### src/rtl/tcs_pkg.sv
package tcs_pkg;

  // Screen geometry
  localparam int COLUMNS    = 80;
  localparam int ROWS       = 25;
  localparam int CELLS      = ROWS * COLUMNS;
  localparam int MOVE_CELLS = CELLS - COLUMNS;
  localparam int ADDR_W     = $clog2(CELLS);

  // Field widths
  localparam int OP_W       = 3;
  localparam int CHAR_W     = 8;
  localparam int ATTR_W     = 8;
  localparam int ROW_W      = 5;
  localparam int COL_W      = 7;
  localparam int CELL_W     = 16;
  localparam int CFG_IDX_W  = 1;
  localparam int CFG_DATA_W = 16;

  localparam logic [ROW_W-1:0]  LAST_ROW    = ROW_W'(ROWS - 1);
  localparam logic [COL_W-1:0]  LAST_COL    = COL_W'(COLUMNS - 1);
  localparam logic [CHAR_W-1:0] SPACE_CHAR  = 8'h20;
  localparam logic [ATTR_W-1:0] ATTR_RESET  = 8'd7;
  localparam logic [CELL_W-1:0] BLANK_RESET = 16'd1824;

  typedef enum logic [OP_W-1:0] {
    OP_PRINT      = 3'd0,
    OP_NEWLINE    = 3'd1,
    OP_BACKSPACE  = 3'd2,
    OP_FILL       = 3'd3,
    OP_SET_CURSOR = 3'd4,
    OP_READ_CELL  = 3'd5
  } op_t;

  typedef enum logic [CFG_IDX_W-1:0] {
    CFG_TEXT_ATTR  = 1'b0,
    CFG_BLANK_CELL = 1'b1
  } cfg_idx_t;

  typedef struct packed {
    logic [OP_W-1:0]   op;
    logic [CHAR_W-1:0] char_code;
    logic [ROW_W-1:0]  target_row;
    logic [COL_W-1:0]  target_col;
  } in_item_t;

  typedef struct packed {
    logic [ROW_W-1:0]  cursor_row;
    logic [COL_W-1:0]  cursor_col;
    logic [CELL_W-1:0] cell_data;
  } out_item_t;

  typedef enum logic [3:0] {
    S_CLEAR,
    S_IDLE,
    S_EXEC,
    S_RWAIT,
    S_BSWR,
    S_FILL,
    S_SCROLL_MOVE,
    S_SCROLL_BLANK,
    S_DONE
  } state_t;

  typedef enum logic [2:0] {
    CUR_HOLD,
    CUR_ADV,
    CUR_NL,
    CUR_BS,
    CUR_SET
  } cur_cmd_t;

  typedef enum logic [1:0] {
    CNT_HOLD,
    CNT_CLR,
    CNT_INC
  } cnt_cmd_t;

  typedef enum logic [2:0] {
    W_ZERO,
    W_CHAR,
    W_RESTORE,
    W_SPACE,
    W_MOVE,
    W_BLANK
  } wsel_t;

  typedef enum logic [1:0] {
    A_CURSOR,
    A_CNT,
    A_CNT_M1
  } wa_sel_t;

  typedef enum logic [1:0] {
    R_CURSOR,
    R_TARGET,
    R_CNT_COL
  } ra_sel_t;

  typedef struct packed {
    logic     load_item;
    cur_cmd_t cur_op;
    cnt_cmd_t cnt_op;
    logic     mem_we;
    wsel_t    wsel;
    wa_sel_t  wa_sel;
    ra_sel_t  ra_sel;
    logic     capture;
    logic     load_out;
  } cmd_t;

  typedef struct packed {
    logic [OP_W-1:0] op;
    logic            at_last_col;
    logic            at_last_row;
    logic            col_zero;
    logic            row_zero;
    logic            target_ok;
    logic            cnt_zero;
    logic            cnt_last;
    logic            cnt_move_end;
    logic            out_free;
  } stat_t;

  // Linear cell address of a screen position
  function automatic logic [ADDR_W-1:0] cell_addr(input logic [ROW_W-1:0] row,
                                                  input logic [COL_W-1:0] col);
    logic [ADDR_W-1:0] a;
    a = ADDR_W'(row) * ADDR_W'(COLUMNS) + ADDR_W'(col);
    return a;
  endfunction

endpackage

### src/rtl/tcs_ctrl.sv
module tcs_ctrl (
  input  logic           clk,
  input  logic           rst_n,
  input  logic           in_valid,
  output logic           in_stall,
  input  tcs_pkg::stat_t stat,
  output tcs_pkg::cmd_t  cmd
);
  import tcs_pkg::*;

  state_t state_r;
  state_t state_nxt;

  // Hold the state register; start with the clearing pass
  always_ff @(posedge clk) begin
    if (!rst_n) begin
      state_r <= S_CLEAR;
    end else begin
      state_r <= state_nxt;
    end
  end

  assign in_stall = (state_r != S_IDLE);

  // Sequence each request through the datapath
  always_comb begin
    state_nxt     = state_r;
    cmd           = '0;
    cmd.cur_op    = CUR_HOLD;
    cmd.cnt_op    = CNT_HOLD;
    cmd.wsel      = W_ZERO;
    cmd.wa_sel    = A_CURSOR;
    cmd.ra_sel    = R_CURSOR;
    case (state_r)
      S_CLEAR: begin
        cmd.mem_we = 1'b1;
        cmd.wa_sel = A_CNT;
        cmd.wsel   = W_ZERO;
        if (stat.cnt_last) begin
          cmd.cnt_op = CNT_CLR;
          state_nxt  = S_IDLE;
        end else begin
          cmd.cnt_op = CNT_INC;
        end
      end
      S_IDLE: begin
        if (in_valid) begin
          cmd.load_item = 1'b1;
          state_nxt     = S_EXEC;
        end
      end
      S_EXEC: begin
        case (stat.op)
          OP_PRINT: begin
            cmd.mem_we = 1'b1;
            cmd.wsel   = W_CHAR;
            cmd.cur_op = CUR_ADV;
            if (stat.at_last_col && stat.at_last_row) begin
              cmd.cnt_op = CNT_CLR;
              state_nxt  = S_SCROLL_MOVE;
            end else begin
              state_nxt = S_DONE;
            end
          end
          OP_NEWLINE, OP_BACKSPACE: begin
            cmd.ra_sel = R_CURSOR;
            state_nxt  = S_RWAIT;
          end
          OP_FILL: begin
            cmd.cnt_op = CNT_CLR;
            state_nxt  = S_FILL;
          end
          OP_SET_CURSOR: begin
            cmd.cur_op = CUR_SET;
            state_nxt  = S_DONE;
          end
          OP_READ_CELL: begin
            cmd.ra_sel = R_TARGET;
            state_nxt  = stat.target_ok ? S_RWAIT : S_DONE;
          end
          default: begin
            state_nxt = S_DONE;
          end
        endcase
      end
      S_RWAIT: begin
        case (stat.op)
          OP_READ_CELL: begin
            cmd.capture = 1'b1;
            state_nxt   = S_DONE;
          end
          OP_NEWLINE: begin
            cmd.mem_we = 1'b1;
            cmd.wsel   = W_RESTORE;
            cmd.cur_op = CUR_NL;
            if (stat.at_last_row) begin
              cmd.cnt_op = CNT_CLR;
              state_nxt  = S_SCROLL_MOVE;
            end else begin
              state_nxt = S_DONE;
            end
          end
          OP_BACKSPACE: begin
            cmd.mem_we = 1'b1;
            cmd.wsel   = W_RESTORE;
            cmd.cur_op = CUR_BS;
            if (stat.col_zero && stat.row_zero) begin
              state_nxt = S_DONE;
            end else begin
              state_nxt = S_BSWR;
            end
          end
          default: begin
            state_nxt = S_DONE;
          end
        endcase
      end
      S_BSWR: begin
        cmd.mem_we = 1'b1;
        cmd.wsel   = W_SPACE;
        state_nxt  = S_DONE;
      end
      S_FILL: begin
        cmd.mem_we = 1'b1;
        cmd.wa_sel = A_CNT;
        cmd.wsel   = W_CHAR;
        if (stat.cnt_last) begin
          cmd.cnt_op = CNT_CLR;
          state_nxt  = S_DONE;
        end else begin
          cmd.cnt_op = CNT_INC;
        end
      end
      S_SCROLL_MOVE: begin
        // Read one line ahead, write the cell fetched in the previous cycle
        cmd.ra_sel = R_CNT_COL;
        cmd.mem_we = !stat.cnt_zero;
        cmd.wa_sel = A_CNT_M1;
        cmd.wsel   = W_MOVE;
        if (stat.cnt_move_end) begin
          state_nxt = S_SCROLL_BLANK;
        end else begin
          cmd.cnt_op = CNT_INC;
        end
      end
      S_SCROLL_BLANK: begin
        cmd.mem_we = 1'b1;
        cmd.wa_sel = A_CNT;
        cmd.wsel   = W_BLANK;
        if (stat.cnt_last) begin
          cmd.cnt_op = CNT_CLR;
          state_nxt  = S_DONE;
        end else begin
          cmd.cnt_op = CNT_INC;
        end
      end
      S_DONE: begin
        if (stat.out_free) begin
          cmd.load_out = 1'b1;
          state_nxt    = S_IDLE;
        end
      end
      default: begin
        state_nxt = S_CLEAR;
      end
    endcase
  end

`ifndef SYNTHESIS
  a_accept_exec: assert property (@(posedge clk) disable iff (!rst_n)
    (in_valid && !in_stall) |=> (state_r == S_EXEC))
    else $error("accepted request did not start execution");

  a_idle_no_write: assert property (@(posedge clk) disable iff (!rst_n)
    (state_r == S_IDLE) |-> !cmd.mem_we)
    else $error("memory written while idle");

  a_out_free: assert property (@(posedge clk) disable iff (!rst_n)
    cmd.load_out |-> stat.out_free)
    else $error("result loaded over a pending result");

  a_move_end: assert property (@(posedge clk) disable iff (!rst_n)
    (state_r == S_SCROLL_MOVE && state_nxt == S_SCROLL_BLANK) |-> stat.cnt_move_end)
    else $error("scroll move left early");
`endif

endmodule

### config.mk
export PLATFORM = sky130hd
export DESIGN_NAME = tcs_ctrl
export DESIGN_NICKNAME = d
export VERILOG_FILES = /design/src/rtl/tcs_pkg.sv /design/src/rtl/tcs_ctrl.sv
export SDC_FILE = /design/constraint.sdc
export NUM_CORES = 1
export LEC_CHECK = 0
export ABC_AREA = 1
export BUFFER_PORTS_ARGS = -buffer_cell sky130_fd_sc_hd__buf_2
export CAP_MARGIN = 0
export CELL_PAD_IN_SITES_DETAIL_PLACEMENT = 2
export CELL_PAD_IN_SITES_GLOBAL_PLACEMENT = 2
export CORE_UTILIZATION = 20
export CTS_CLUSTER_DIAMETER = 50
export DETAILED_ROUTE_END_ITERATION = 6
export PLACE_DENSITY_LB_ADDON = 0.1
export SYNTH_ARGS = -nofsm -noshare
export SYNTH_HDL_FRONTEND = slang
export SYNTH_SLANG_ARGS = --single-unit
export TNS_END_PERCENT = 50
### constraint.sdc
create_clock -name clk -period 1.3 [get_ports clk]
set_input_delay 0.065 -clock clk [delete_from_list [all_inputs] [get_ports clk]]
set_output_delay 0.065 -clock clk [all_outputs]
set_load 0.02 [all_outputs]
==> impl_metrics.yaml <==
finish:
  final_common_cell: "nand2_1"
  final_nets: 175
  layout-drive-gt1-share_pct: 57.6
  regMostFlops: "state_r"
  regArea_um2: 92.6
  largest_registers: "state_r (4)"
  final_cell_mix: "nand2_1 (26), buf_2 (19), buf_4 (18)"
  diodes: 0
  largest_register_ffs: 4
  multiInputGateArea_um2: 546
  area_growth_pct: 78.6
  fill_cells: 367
  utilization_pct: 38.8
power:
  vdd_ir_drop_max_v: 0.000702
  power.leakage_nw: 0.564
  power_density_mw_per_mm2: 1470
  power_mw: 1.62
global_route:
  first_global_vias: 899
  grt_max_degree: 10
  grt_pass1_wl_um: 4060
  grtUsageTotal_pct: 15.8
  gr-total-overflow: 0
  antenna_found_initial: 0
synthesis:
  synth_cells: 112
  synth_cell_types: 20
  synth_area_per_cell_um2: 5.53
  syn-cell-area_um2: 619
  yosysSeqAreaShare_pct: 12.9
  yosys_warnings: 0
  synth_nets: 127
  ys_ff_latch: 4
sta:
  tightest_slew_ns: 0.235
  hold_violations: 0
  drv_slew: 0
  skew_ns: 0.000910
  timing.final.setup_violations: 16
  slew-limit-headroom_pct: 84.3
  period_share_pct: 111
  fmax_mhz: 695
  fin_crit_ns: 1.44
  worst_slack_ns: -0.140
  finalSetupTns_ns: -0.855
  rsz0062_at_grt: "yes"
place:
  port_buffers: 31
  place.gp.congestion: 0.759
  pre_cts_slack_ns: -0.0785
  dpl.hpwl_um: 2050
cts:
  htree_levels: 1
  cts_made_buffers: 3
  clockBufferDepth: 2
  clk_pin_slew_ns: 0.03
  clock_latency_ns: 0.23
  clkSinkCount: 4
  cts_root_buf: "clkbuf_4"
  cts_tree: "built"
run:
  max_cap_violations: 0
floorplan:
  die_h_um: 57.7
  dieArea_mm2: 0.00332
  core_mm2: 0.00285
  die_width_um: 57.7
  ios: 32
  initial_core_util_pct: 21.7
  rows: 19
run_status:
  violations: "design-rule violations, negative setup slack"
  outcome: "complete, but fails checks"
worst_setup_path:
  critPathLaunchType: "register"
  worst_ep_arrival_time_ns: 1.37
  crit_chain: "nor2_4 > buf_6 > nand2_8 > nor2_4 > nor2_4 > o2111ai_2 > buf_6"
  crit_slowest_cell: "dfxtp_4"
  path_class: "reg2out"
  path_buf_inv: 2
  worst_ep_required_time_ns: 1.24
  critPathMaxFanout: 6
  endpoint_kind: "output pin"
  timing.critical_path.mode_cell: "nor2_4"
  slowest_delay_ns: 0.36
  cp_top_family: "simple AND/OR/NAND/NOR gates"
drt:
  drtIter0Drc: 14
  drt_first_pass_iters: 6
  drt_wl_total_um: 2570
  vias: 894
  ant_nets: 0
  vias_per_cell: 4.73
  drcViolationCount: 2
  wl_per_cell_um: 13.6
min_path:
  holdCritPathClass: "in2reg"
[stage by stage]
step           instance area (um2)  std cells  hold slack, ns
4_1_cts                       1030        186           0.118
5_1_grt                       1110        189           0.162
3_5_place_dp                   840        176           0.357
6_report                      1110        189           0.126
2_1_floorplan                  628        112           0.184
3_3_place_gp                   840        176           0.354
[final timing paths]
kind,slack (ns),end,cells past startpoint,from
setup reg to reg,-0.05,state_r[3],9,state_r[2]
hold reg to reg,0.54,state_r[2],2,state_r[2]
hold / removal,0.13,state_r[3],3,rst_n
setup / recovery,-0.14,cmd[9],7,state_r[2]
[where the power goes]
group	leakage (nW)	internal, mW	switching [mW]
Sequential	0.0353	0.168	0.0786
Clock	0.0138	0.103	0.0433
Combinational	0.515	0.525	0.703
Total	0.564	0.796	0.825
[cell usage after synthesis, drive strengths merged]
library cell / n / area (um2)
clkinv: 1 / 3.75
inv: 23 / 86.3
o22ai: 1 / 6.26
o2111ai: 1 / 8.76
buf: 1 / 5.00
nor3: 2 / 10.0
nand4: 6 / 52.6
nor4: 1 / 6.26
nand3: 11 / 55.1
nor2: 20 / 105
dfxtp: 4 / 80.1
nand2: 37 / 176
a21oi: 4 / 23.8
[layout make-up]
type,count,area share (%)
Clock buffer,3,2.04
Inverter,24,8.82
Multi-Input combinational cell,83,49.3
Sequential cell,4,8.37
Tap cell,31,3.51
Timing Repair Buffer,44,27.9
[worst register-to-register path, cell delays in order (launching register included)]
cell and delay, ns:
dfxtp_4 0.36, nor2_4 0.17, buf_6 0.14, nand2_8 0.06, nor2_4 0.14, buf_4 0.13
nand2_1 0.04, nand3_1 0.08, nand2_1 0.07, a21oi_2 0.10
[per-layer routing]
layer  GRT usage, %  vias to the layer above  wire length, um  share of wire [%]
met5              0                        -                0                  0
met4           2.04                        0                9               0.35
met3           3.35                        2               67                2.6
met2           26.7                       17             1240                 48
met1           21.2                      429             1260                 49
li1               -                      446                -                  -
[what timing repair did]
action	CTS	global route
endpoints found under the setup margin	19	19
hold buffers	0	0
pin swaps	7	5
buffers inserted	7	3
gates resized for setup	32	19
[cells by family (layout without fill, tap and decap cells)]
kind of cell,count (synthesis),in the layout,share of synthesized area (%)
AOI/OAI and AO/OA,6,6,6.26
DFF,4,4,12.9
buffers and inverters,25,71,15.4
and+or+nand+nor,77,77,65.5
No activity file was read; power rests on OpenSTA's default activity.
